$ cat config.mk
export PLATFORM = sky130hd
export DESIGN_NAME = tlca_seq
export DESIGN_NICKNAME = d
export VERILOG_FILES = /design/src/hw/rtl/tlca_pkg.sv /design/src/hw/rtl/tlca_seq.sv
export SDC_FILE = /design/constraint.sdc
export NUM_CORES = 1
export LEC_CHECK = 0
export CORE_MARGIN = 4
export CORE_UTILIZATION = 45
export CTS_CLUSTER_DIAMETER = 30
export DETAILED_ROUTE_END_ITERATION = 12
export DONT_BUFFER_PORTS = 1
export PLACE_DENSITY = 0.61
export SYNTH_ARGS = -nofsm -noshare
export SYNTH_HDL_FRONTEND = slang
export SYNTH_SLANG_ARGS = --single-unit
$ cat constraint.sdc
create_clock -name clk -period 2.7 [get_ports clk]
set_input_delay 0.135 -clock clk [delete_from_list [all_inputs] [get_ports clk]]
set_output_delay 0.135 -clock clk [all_outputs]
set_load 0.01 [all_outputs]
$ cat src/hw/rtl/tlca_pkg.sv
// Shared types, constants and the control program of the tree LCA block.
// Used by tlca_seq, tlca_dp and tree_lowest_common_ancestor; no dependencies.
package tlca_pkg;

	localparam int NODE_W  = 10;
	localparam int DEPTH_W = 10;
	localparam int STEP_W  = 4;

	// Program step addresses
	localparam logic [STEP_W-1:0] ST_IDLE     = 4'd0;
	localparam logic [STEP_W-1:0] ST_LD_START = 4'd1;
	localparam logic [STEP_W-1:0] ST_LD_ROW   = 4'd2;
	localparam logic [STEP_W-1:0] ST_LD_END   = 4'd3;
	localparam logic [STEP_W-1:0] ST_Q_DEPTH  = 4'd4;
	localparam logic [STEP_W-1:0] ST_Q_ORDER  = 4'd5;
	localparam logic [STEP_W-1:0] ST_Q_LIFT   = 4'd6;
	localparam logic [STEP_W-1:0] ST_Q_SETTLE = 4'd7;
	localparam logic [STEP_W-1:0] ST_Q_CLIMB  = 4'd8;
	localparam logic [STEP_W-1:0] ST_Q_PARENT = 4'd9;
	localparam logic [STEP_W-1:0] ST_Q_TAKE   = 4'd10;
	localparam logic [STEP_W-1:0] ST_EMIT     = 4'd11;

	typedef enum logic [3:0] {
		ACT_NONE     = 4'd0,
		ACT_LD_START = 4'd1,
		ACT_LD_ROW   = 4'd2,
		ACT_Q_DEPTH  = 4'd3,
		ACT_Q_ORDER  = 4'd4,
		ACT_Q_LIFT   = 4'd5,
		ACT_Q_SETTLE = 4'd6,
		ACT_Q_CLIMB  = 4'd7,
		ACT_Q_PARENT = 4'd8,
		ACT_Q_TAKE   = 4'd9,
		ACT_EMIT     = 4'd10
	} act_t;

	typedef enum logic [2:0] {
		JMP_NEXT       = 3'd0,
		JMP_GOTO       = 3'd1,
		JMP_ACCEPT     = 3'd2,
		JMP_UNTIL_TOP  = 3'd3,
		JMP_UNTIL_ZERO = 3'd4,
		JMP_IF_SAME    = 3'd5,
		JMP_EMIT       = 3'd6
	} jmp_t;

	typedef enum logic [2:0] {
		LV_HOLD = 3'd0,
		LV_ONE  = 3'd1,
		LV_TOP  = 3'd2,
		LV_INC  = 3'd3,
		LV_DEC  = 3'd4
	} lvl_op_t;

	typedef struct packed {
		act_t              act;
		jmp_t              jmp;
		lvl_op_t           lvl_op;
		logic [STEP_W-1:0] target;
	} uword_t;

	typedef struct packed {
		logic same;
	} dp_stat_t;

	// Control store: one word per step
	function automatic uword_t ucode(input logic [STEP_W-1:0] step);
		uword_t w;
		case (step)
			ST_IDLE:     w = '{ACT_NONE,     JMP_ACCEPT,     LV_HOLD, ST_Q_DEPTH};
			ST_LD_START: w = '{ACT_LD_START, JMP_NEXT,       LV_ONE,  ST_IDLE};
			ST_LD_ROW:   w = '{ACT_LD_ROW,   JMP_UNTIL_TOP,  LV_INC,  ST_LD_ROW};
			ST_LD_END:   w = '{ACT_NONE,     JMP_GOTO,       LV_HOLD, ST_IDLE};
			ST_Q_DEPTH:  w = '{ACT_Q_DEPTH,  JMP_NEXT,       LV_HOLD, ST_IDLE};
			ST_Q_ORDER:  w = '{ACT_Q_ORDER,  JMP_NEXT,       LV_TOP,  ST_IDLE};
			ST_Q_LIFT:   w = '{ACT_Q_LIFT,   JMP_UNTIL_ZERO, LV_DEC,  ST_Q_LIFT};
			ST_Q_SETTLE: w = '{ACT_Q_SETTLE, JMP_IF_SAME,    LV_TOP,  ST_EMIT};
			ST_Q_CLIMB:  w = '{ACT_Q_CLIMB,  JMP_UNTIL_ZERO, LV_DEC,  ST_Q_CLIMB};
			ST_Q_PARENT: w = '{ACT_Q_PARENT, JMP_NEXT,       LV_HOLD, ST_IDLE};
			ST_Q_TAKE:   w = '{ACT_Q_TAKE,   JMP_NEXT,       LV_HOLD, ST_IDLE};
			ST_EMIT:     w = '{ACT_EMIT,     JMP_EMIT,       LV_HOLD, ST_IDLE};
			default:     w = '{ACT_NONE,     JMP_GOTO,       LV_HOLD, ST_IDLE};
		endcase
		return w;
	endfunction

endpackage

$ cat src/hw/rtl/tlca_seq.sv
// Microcode sequencer: step counter, level counter and jump logic over the
// control store in tlca_pkg.
module tlca_seq
	import tlca_pkg::*;
#(
	parameter int LEVELS = 10
) (
	input  logic                          clk,
	input  logic                          arst_n,
	input  logic                          accept,
	input  logic                          op,
	input  logic                          out_free,
	input  dp_stat_t                      stat,
	output act_t                          act,
	output logic [$clog2(LEVELS)-1:0]     lvl,
	output logic                          idle
);

	localparam int LW = $clog2(LEVELS);
	localparam logic [LW-1:0] LVL_TOP = LW'(LEVELS - 1);

	logic [STEP_W-1:0] step_q;
	logic [STEP_W-1:0] step_d;
	logic [LW-1:0]     lvl_q;
	logic [LW-1:0]     lvl_d;
	uword_t            uw;

	assign uw   = ucode(step_q);
	assign act  = uw.act;
	assign lvl  = lvl_q;
	assign idle = (step_q == ST_IDLE);

	always_comb begin
		case (uw.jmp)
			JMP_NEXT:       step_d = step_q + 1'b1;
			JMP_GOTO:       step_d = uw.target;
			JMP_ACCEPT:     step_d = !accept ? step_q : (op ? uw.target : step_q + 1'b1);
			JMP_UNTIL_TOP:  step_d = (lvl_q == LVL_TOP) ? step_q + 1'b1 : uw.target;
			JMP_UNTIL_ZERO: step_d = (lvl_q == '0) ? step_q + 1'b1 : uw.target;
			JMP_IF_SAME:    step_d = stat.same ? uw.target : step_q + 1'b1;
			JMP_EMIT:       step_d = out_free ? uw.target : step_q;
			default:        step_d = ST_IDLE;
		endcase
	end

	always_comb begin
		case (uw.lvl_op)
			LV_HOLD: lvl_d = lvl_q;
			LV_ONE:  lvl_d = LW'(1);
			LV_TOP:  lvl_d = LVL_TOP;
			LV_INC:  lvl_d = lvl_q + 1'b1;
			LV_DEC:  lvl_d = lvl_q - 1'b1;
			default: lvl_d = lvl_q;
		endcase
	end

	always_ff @(posedge clk or negedge arst_n) begin
		if (!arst_n) begin
			step_q <= ST_IDLE;
			lvl_q  <= '0;
		end else begin
			step_q <= step_d;
			lvl_q  <= lvl_d;
		end
	end

endmodule

; Yosys cells after proc, flatten, opt, wreduce, memory -nomap -nowiden
; Memories as Yosys holds them, arrays and structs flattened.
; Cells that the tools add are included.
[op_classes]
add_sub_neg = 3
eq_ne = 13
mux = 8
reduce_logical = 5
[ops]
columns = cell, count
row1 = $pmux W4 S7, 1
row2 = $mux W4, 6
row3 = $pmux W4 S4, 1
row4 = $eq A3 B2 Y1 const B, 4
row5 = $eq A3 B3 Y1 const B, 4
row6 = $add A4 B1 Y4 const B, 2
row7 = $logic_not A4 Y1, 2
row8 = $eq A3 B1 Y1 const B, 2
row9 = $eq A4 B4 Y1 const B, 1
row10 = $ne A2 B2 Y1 const B, 2
row11 = $reduce_bool A4 Y1, 1
row12 = $sub A4 B1 Y4 const B, 1
row13 = $logic_not A3 Y1, 1
row14 = $reduce_and A2 Y1, 1
[word_totals]
reg_bits = 8
romBits = 224
out_inout_bits = 9
elab_cells = 32
mem_count = 1
[mem_list]
columns = name, words, word_bits, rd, rd_ports_with_merged_regs, wr, line
row1 = (no name shown), 16, 14, 1, 0, 0, tlca_pkg.sv:69  ; case (step)

; Depth between registers and ports, before layout
[depth]
depth_word = 4
depth_mapped = 13

; Worst setup path before layout
; No wires, ideal clock.
[synth_path]
path_kind = reg-to-reg
start = register step_q[0]
end = register lvl_q[3] (netlist: lvl[3])
setup_ns = 0.131
t_arrival_ns = 2.199
required_time_ns = 2.569
slack_ns = 0.371
stages_incl_launch_ff = 14
path_buffers = 2
synth_period_minus_slack_ns = 2.329
path_cell_list = dfrtp_1 > buf_2 > inv_1 > ha_1 > buf_2 > nand2b_1 > o21a_1 > inv_1 > ha_1 > a21o_1 > a21oi_1 > a21oi_1 > o2bb2ai_1 > a21oi_1
[synth_between]
elab_chain_len = 3
elab_cells_between_ends = 7
classes_between = eq/ne: 4 / mux: 1 / reduce/logical: 1 / memory: 1
[synth_lines]
columns = element, line
row1 = from (decl), tlca_seq.sv:22  ; logic [STEP_W-1:0] step_q;
row2 = from (signal assigned), tlca_seq.sv:62  ; step_q <= step_d;
row3 = $mem_v2 Z16 W14 (*), n/a
row4 = "$eq A3 B3 Y1, or another cell as far along", tlca_seq.sv:47  ; case (uw.lvl_op)
row5 = $pmux W4 S4 or $reduce_bool A4 Y1 (tied branches), n/a
row6 = to (signal assigned), tlca_seq.sv:63  ; lvl_q <= lvl_d;
row7 = to (decl), tlca_seq.sv:24  ; logic [LW-1:0] lvl_q;
; Every way passes the cells marked *; elsewhere a longest branch is shown, timed or not.
; A chain may end at the register's enable or synchronous reset.

; Final worst setup path
[layout_path]
start = register step_q[1]
end = register lvl_q[3] (netlist: lvl[3])
; Same word-level chain as after synthesis.

==> metrics.log <==
INFO  metric antenna_violation_net_count_after_detailed_routing = 0
INFO  metric setup_ws = 172 ps
INFO  metric first_pass_iters = 4
INFO  metric post_synth_main_area_contributors = dfrtp_1 (15%), ha_1 (8.3%), a21oi_1 (3.7%)
INFO  metric worst_ir_drop_vdd = 0.747 mV
INFO  metric synth.avg_cell_area = 7.95 um2
INFO  metric hold_bufs_at_cts = 1
INFO  metric fin_util = 51.1%
INFO  metric htreeDepth = 1
INFO  metric detailroute.via_count = 1372
INFO  metric num-fill-cells = 282
INFO  metric fp.coreArea = 2810 um2
INFO  metric drv.max_cap_violation_count = 0
INFO  metric mappedNetlistArea = 1350 um2
INFO  metric synth_top_area_share = 14.8%
INFO  metric cts.sinks = 8
INFO  metric tightest_slew = 674 ps
INFO  metric timing.critical_path.required = 2830 ps
INFO  metric timing.max_slew.rel_slack = 54.4%
INFO  metric met3RoutedLength = 369 um
INFO  metric run_status = finished clean
INFO  metric synth.ff_latch_count = 8
INFO  metric top_level_ports = 15
INFO  metric final_min_period = 2530 ps
INFO  metric nNetsFinal = 193
INFO  metric floorplan.rows = 19
INFO  metric clock_tree.root_cell = clkbuf_4
INFO  metric critical_path.reg2reg.endpoint = lvl[3]
INFO  metric timing.critical_path.fanout_max = 11
INFO  metric drt_wirelength = 3.97 mm
INFO  metric dpl_worst_slack = 225 ps
INFO  metric setup_repair_after_global_routing_missed_its_margin = no
INFO  metric synth-seq-area-share = 14.8%
INFO  metric rr_startpoint = step_q[1]
INFO  metric post_cts.repair.setup_buffers = 0
INFO  metric totalNegativeSetupSlack = 0 ps
INFO  metric drt_drc_violations_left = 0
INFO  metric async_flop_share = 100%
INFO  metric postSynth.topFlopCell = dfrtp_1
INFO  metric fp.dieW = 62.8 um
INFO  metric first_global_vias = 1341
INFO  metric viasPerCell = 6.66
INFO  metric finClkSkew = 5.47 ps
INFO  metric crit_path_end_kind = flip-flop
INFO  metric synthesis.nets = 186
INFO  metric achievable-frequency = 396 MHz
INFO  metric min-delay-path-class = in2reg
INFO  metric effective_utilization_at_floorplan = 48.2%
INFO  metric worst_path_arrival = 2660 ps
INFO  metric reg2reg_setup_slack = 170 ps
INFO  metric setup-violations-final = 0
INFO  metric design.die.area = 3940 um2
INFO  metric detail_route.wirelength.met1 = 1.72 mm
INFO  metric criticalPathCategory = reg2reg
INFO  metric die-height = 62.8 um
INFO  metric crit_start = step_q[1]
INFO  metric grt_first_pass_wirelength = 6.57 mm
INFO  metric global_route.usage.total = 20.5%
INFO  metric place_inst = 202
INFO  metric route.met2.wl = 1.87 mm
INFO  metric antenna_cells_inserted = 0
INFO  metric clkSlewWorstSetupHoldPaths = 60 ps
INFO  metric tritoncts_clock_tree = built
INFO  metric routed_wire_length_per_instance = 19.3 um
INFO  metric areaGrowthSynthToFinish = 6.11%
INFO  metric timing.final.hold_violations = 0
INFO  metric setup.worst_path.start_class = flip-flop
INFO  metric place_area = 1400 um2
INFO  metric gp_congestion = 0.945
INFO  metric stdcell_area = 1430 um2
INFO  metric yosys_synthesis_warning_count = 0
INFO  metric detail_route.iter0.violations = 95
INFO  metric cts_made_buffers = 3
INFO  metric yosys.cell_types.count = 65
INFO  metric buffer_ports.inserted = 0
INFO  metric proportion_of_layout_cells_with_a_drive_suffix_above_1 = 16.6%
INFO  metric synth_edf_count = 0
INFO  metric post_synth_inst_count = 170
INFO  metric synth_top_area_cell = dfrtp_1
INFO  metric grt_max_degree = 14
INFO  metric slew_violations = 0
INFO  metric power-per-cell-area = 1500 nW/um2
INFO  metric max_layer_used = met4
INFO  metric post_cts_resized = 0
INFO  metric p_leak = 0.579 nW
INFO  metric final_cells = 206
INFO  metric clock_tree.buffer_depth = 2
INFO  metric timing.reg2reg.worst_path_depth = 10
INFO  metric global_route.overflow_total = 0
INFO  metric worst_setup_path_endpoint = lvl[3]
INFO  metric period_utilisation_layout = 93.6%
INFO  metric grt_antenna_before_repair = 0
INFO  metric worst_skew_pair.late_latency = 260 ps
INFO  metric detailedPlacementHpwl = 3.04 mm
-- sequential cells by signal (all words and copies together), names as in the netlist --
signal and flops:
lvl 4, step_q 4
-- layout by cell type (no fill, tap or decap), types with 2 or more instances in the layout --
cell,instances
buf_4,12
nand2_1,13
ha_1,9
a211oi_1,4
clkbuf_4,3
o2bb2ai_1,2
nor3_1,3
nand2b_1,6
o21ai_0,8
o311ai_1,2
o211ai_1,3
xor2_1,2
a21oi_1,10
nand3b_1,2
nand3_1,3
and3_1,2
a31oi_1,3
a221oi_1,3
a21o_1,2
nor4_1,3
nor2_1,11
a2111o_1,2
a2bb2oi_1,2
o21a_1,2
a22o_1,2
o22ai_1,4
inv_1,12
dfrtp_1,8
-- how the worst min path moves through the flow --
stage / startpoint / endpoint / slack (ps) / cells after the start
after floorplan: arst_n / lvl[0] / -160 / 0
after detailed placement: arst_n / lvl[0] / -160 / 0
after CTS: op / step_q[2] / 170 / 3
after global placement: arst_n / lvl[3] / -160 / 0
final: op / step_q[2] / 160 / 3
after global routing: op / step_q[2] / 190 / 3
-- where the power goes --
part	switching (W)	internal (W)
Sequential	0.000130	0.000179
Clock	0.0000463	0.0000513
Combinational	0.00102	0.000723
Total	0.00119	0.000953
-- per-layer routing --
layer / up-vias / track usage [%]
li1: 654 / -
met1: 647 / 27.1
met2: 69 / 34.2
met3: 2 / 3.42
met4: 0 / 5.51
met5: - / 0
-- synthesized netlist by cell type (3+ instances only) --
library cell  count
nand2_1          13
nor3_1            3
a221oi_1          3
a211oi_1          4
ha_1              9
a31oi_1           3
nand3_1           3
a21oi_1          10
o211ai_1          3
inv_1            12
nor2_1           11
o22ai_1           4
dfrtp_1           8
buf_2             6
nor4_1            3
buf_6             4
o21ai_0           8
nand2b_1          6
-- worst max-delay path, cell delays in order, from the launching register on --
cell       delay, ps
dfrtp_1          520
ha_1             450
nand2b_1         100
o21a_1           220
inv_1            130
ha_1             240
a21o_1           170
a21oi_1          250
a21oi_1          110
o2bb2ai_1        150
a21oi_1           60
-- layout make-up --
cell class	count	area [um2]	area share, %
clock buffers	3	22.5	1.57
well taps	31	38.8	2.71
multi-input cells	138	1020	71.4
repair buffers	13	100	6.98
inverters	13	48.8	3.40
flip-flops and latches	8	200	14.0
-- through the flow --
step | total power, W | hold slack (ps)
final | 0.00215 | 162
after CTS | 0.00213 | 165
after floorplan | 0.00162 | -161
after detailed placement | 0.00201 | -160
after global routing | 0.00232 | 185
after global placement | 0.00200 | -160
-- cell families (layout without fill, tap and decap cells) --
kind of cell	after synthesis	after routing	share of synthesized area [%]
AOI/OAI and AO/OA	65	65	38.4
adders and majority gates	10	10	9.82
buffers and inverters	24	29	9.44
and+or+nand+nor	58	58	24.0
DFF	8	8	14.8
xor gates and xnor gates	3	3	1.94
muxes	2	2	1.57
Power figures use the tool's default switching activity.
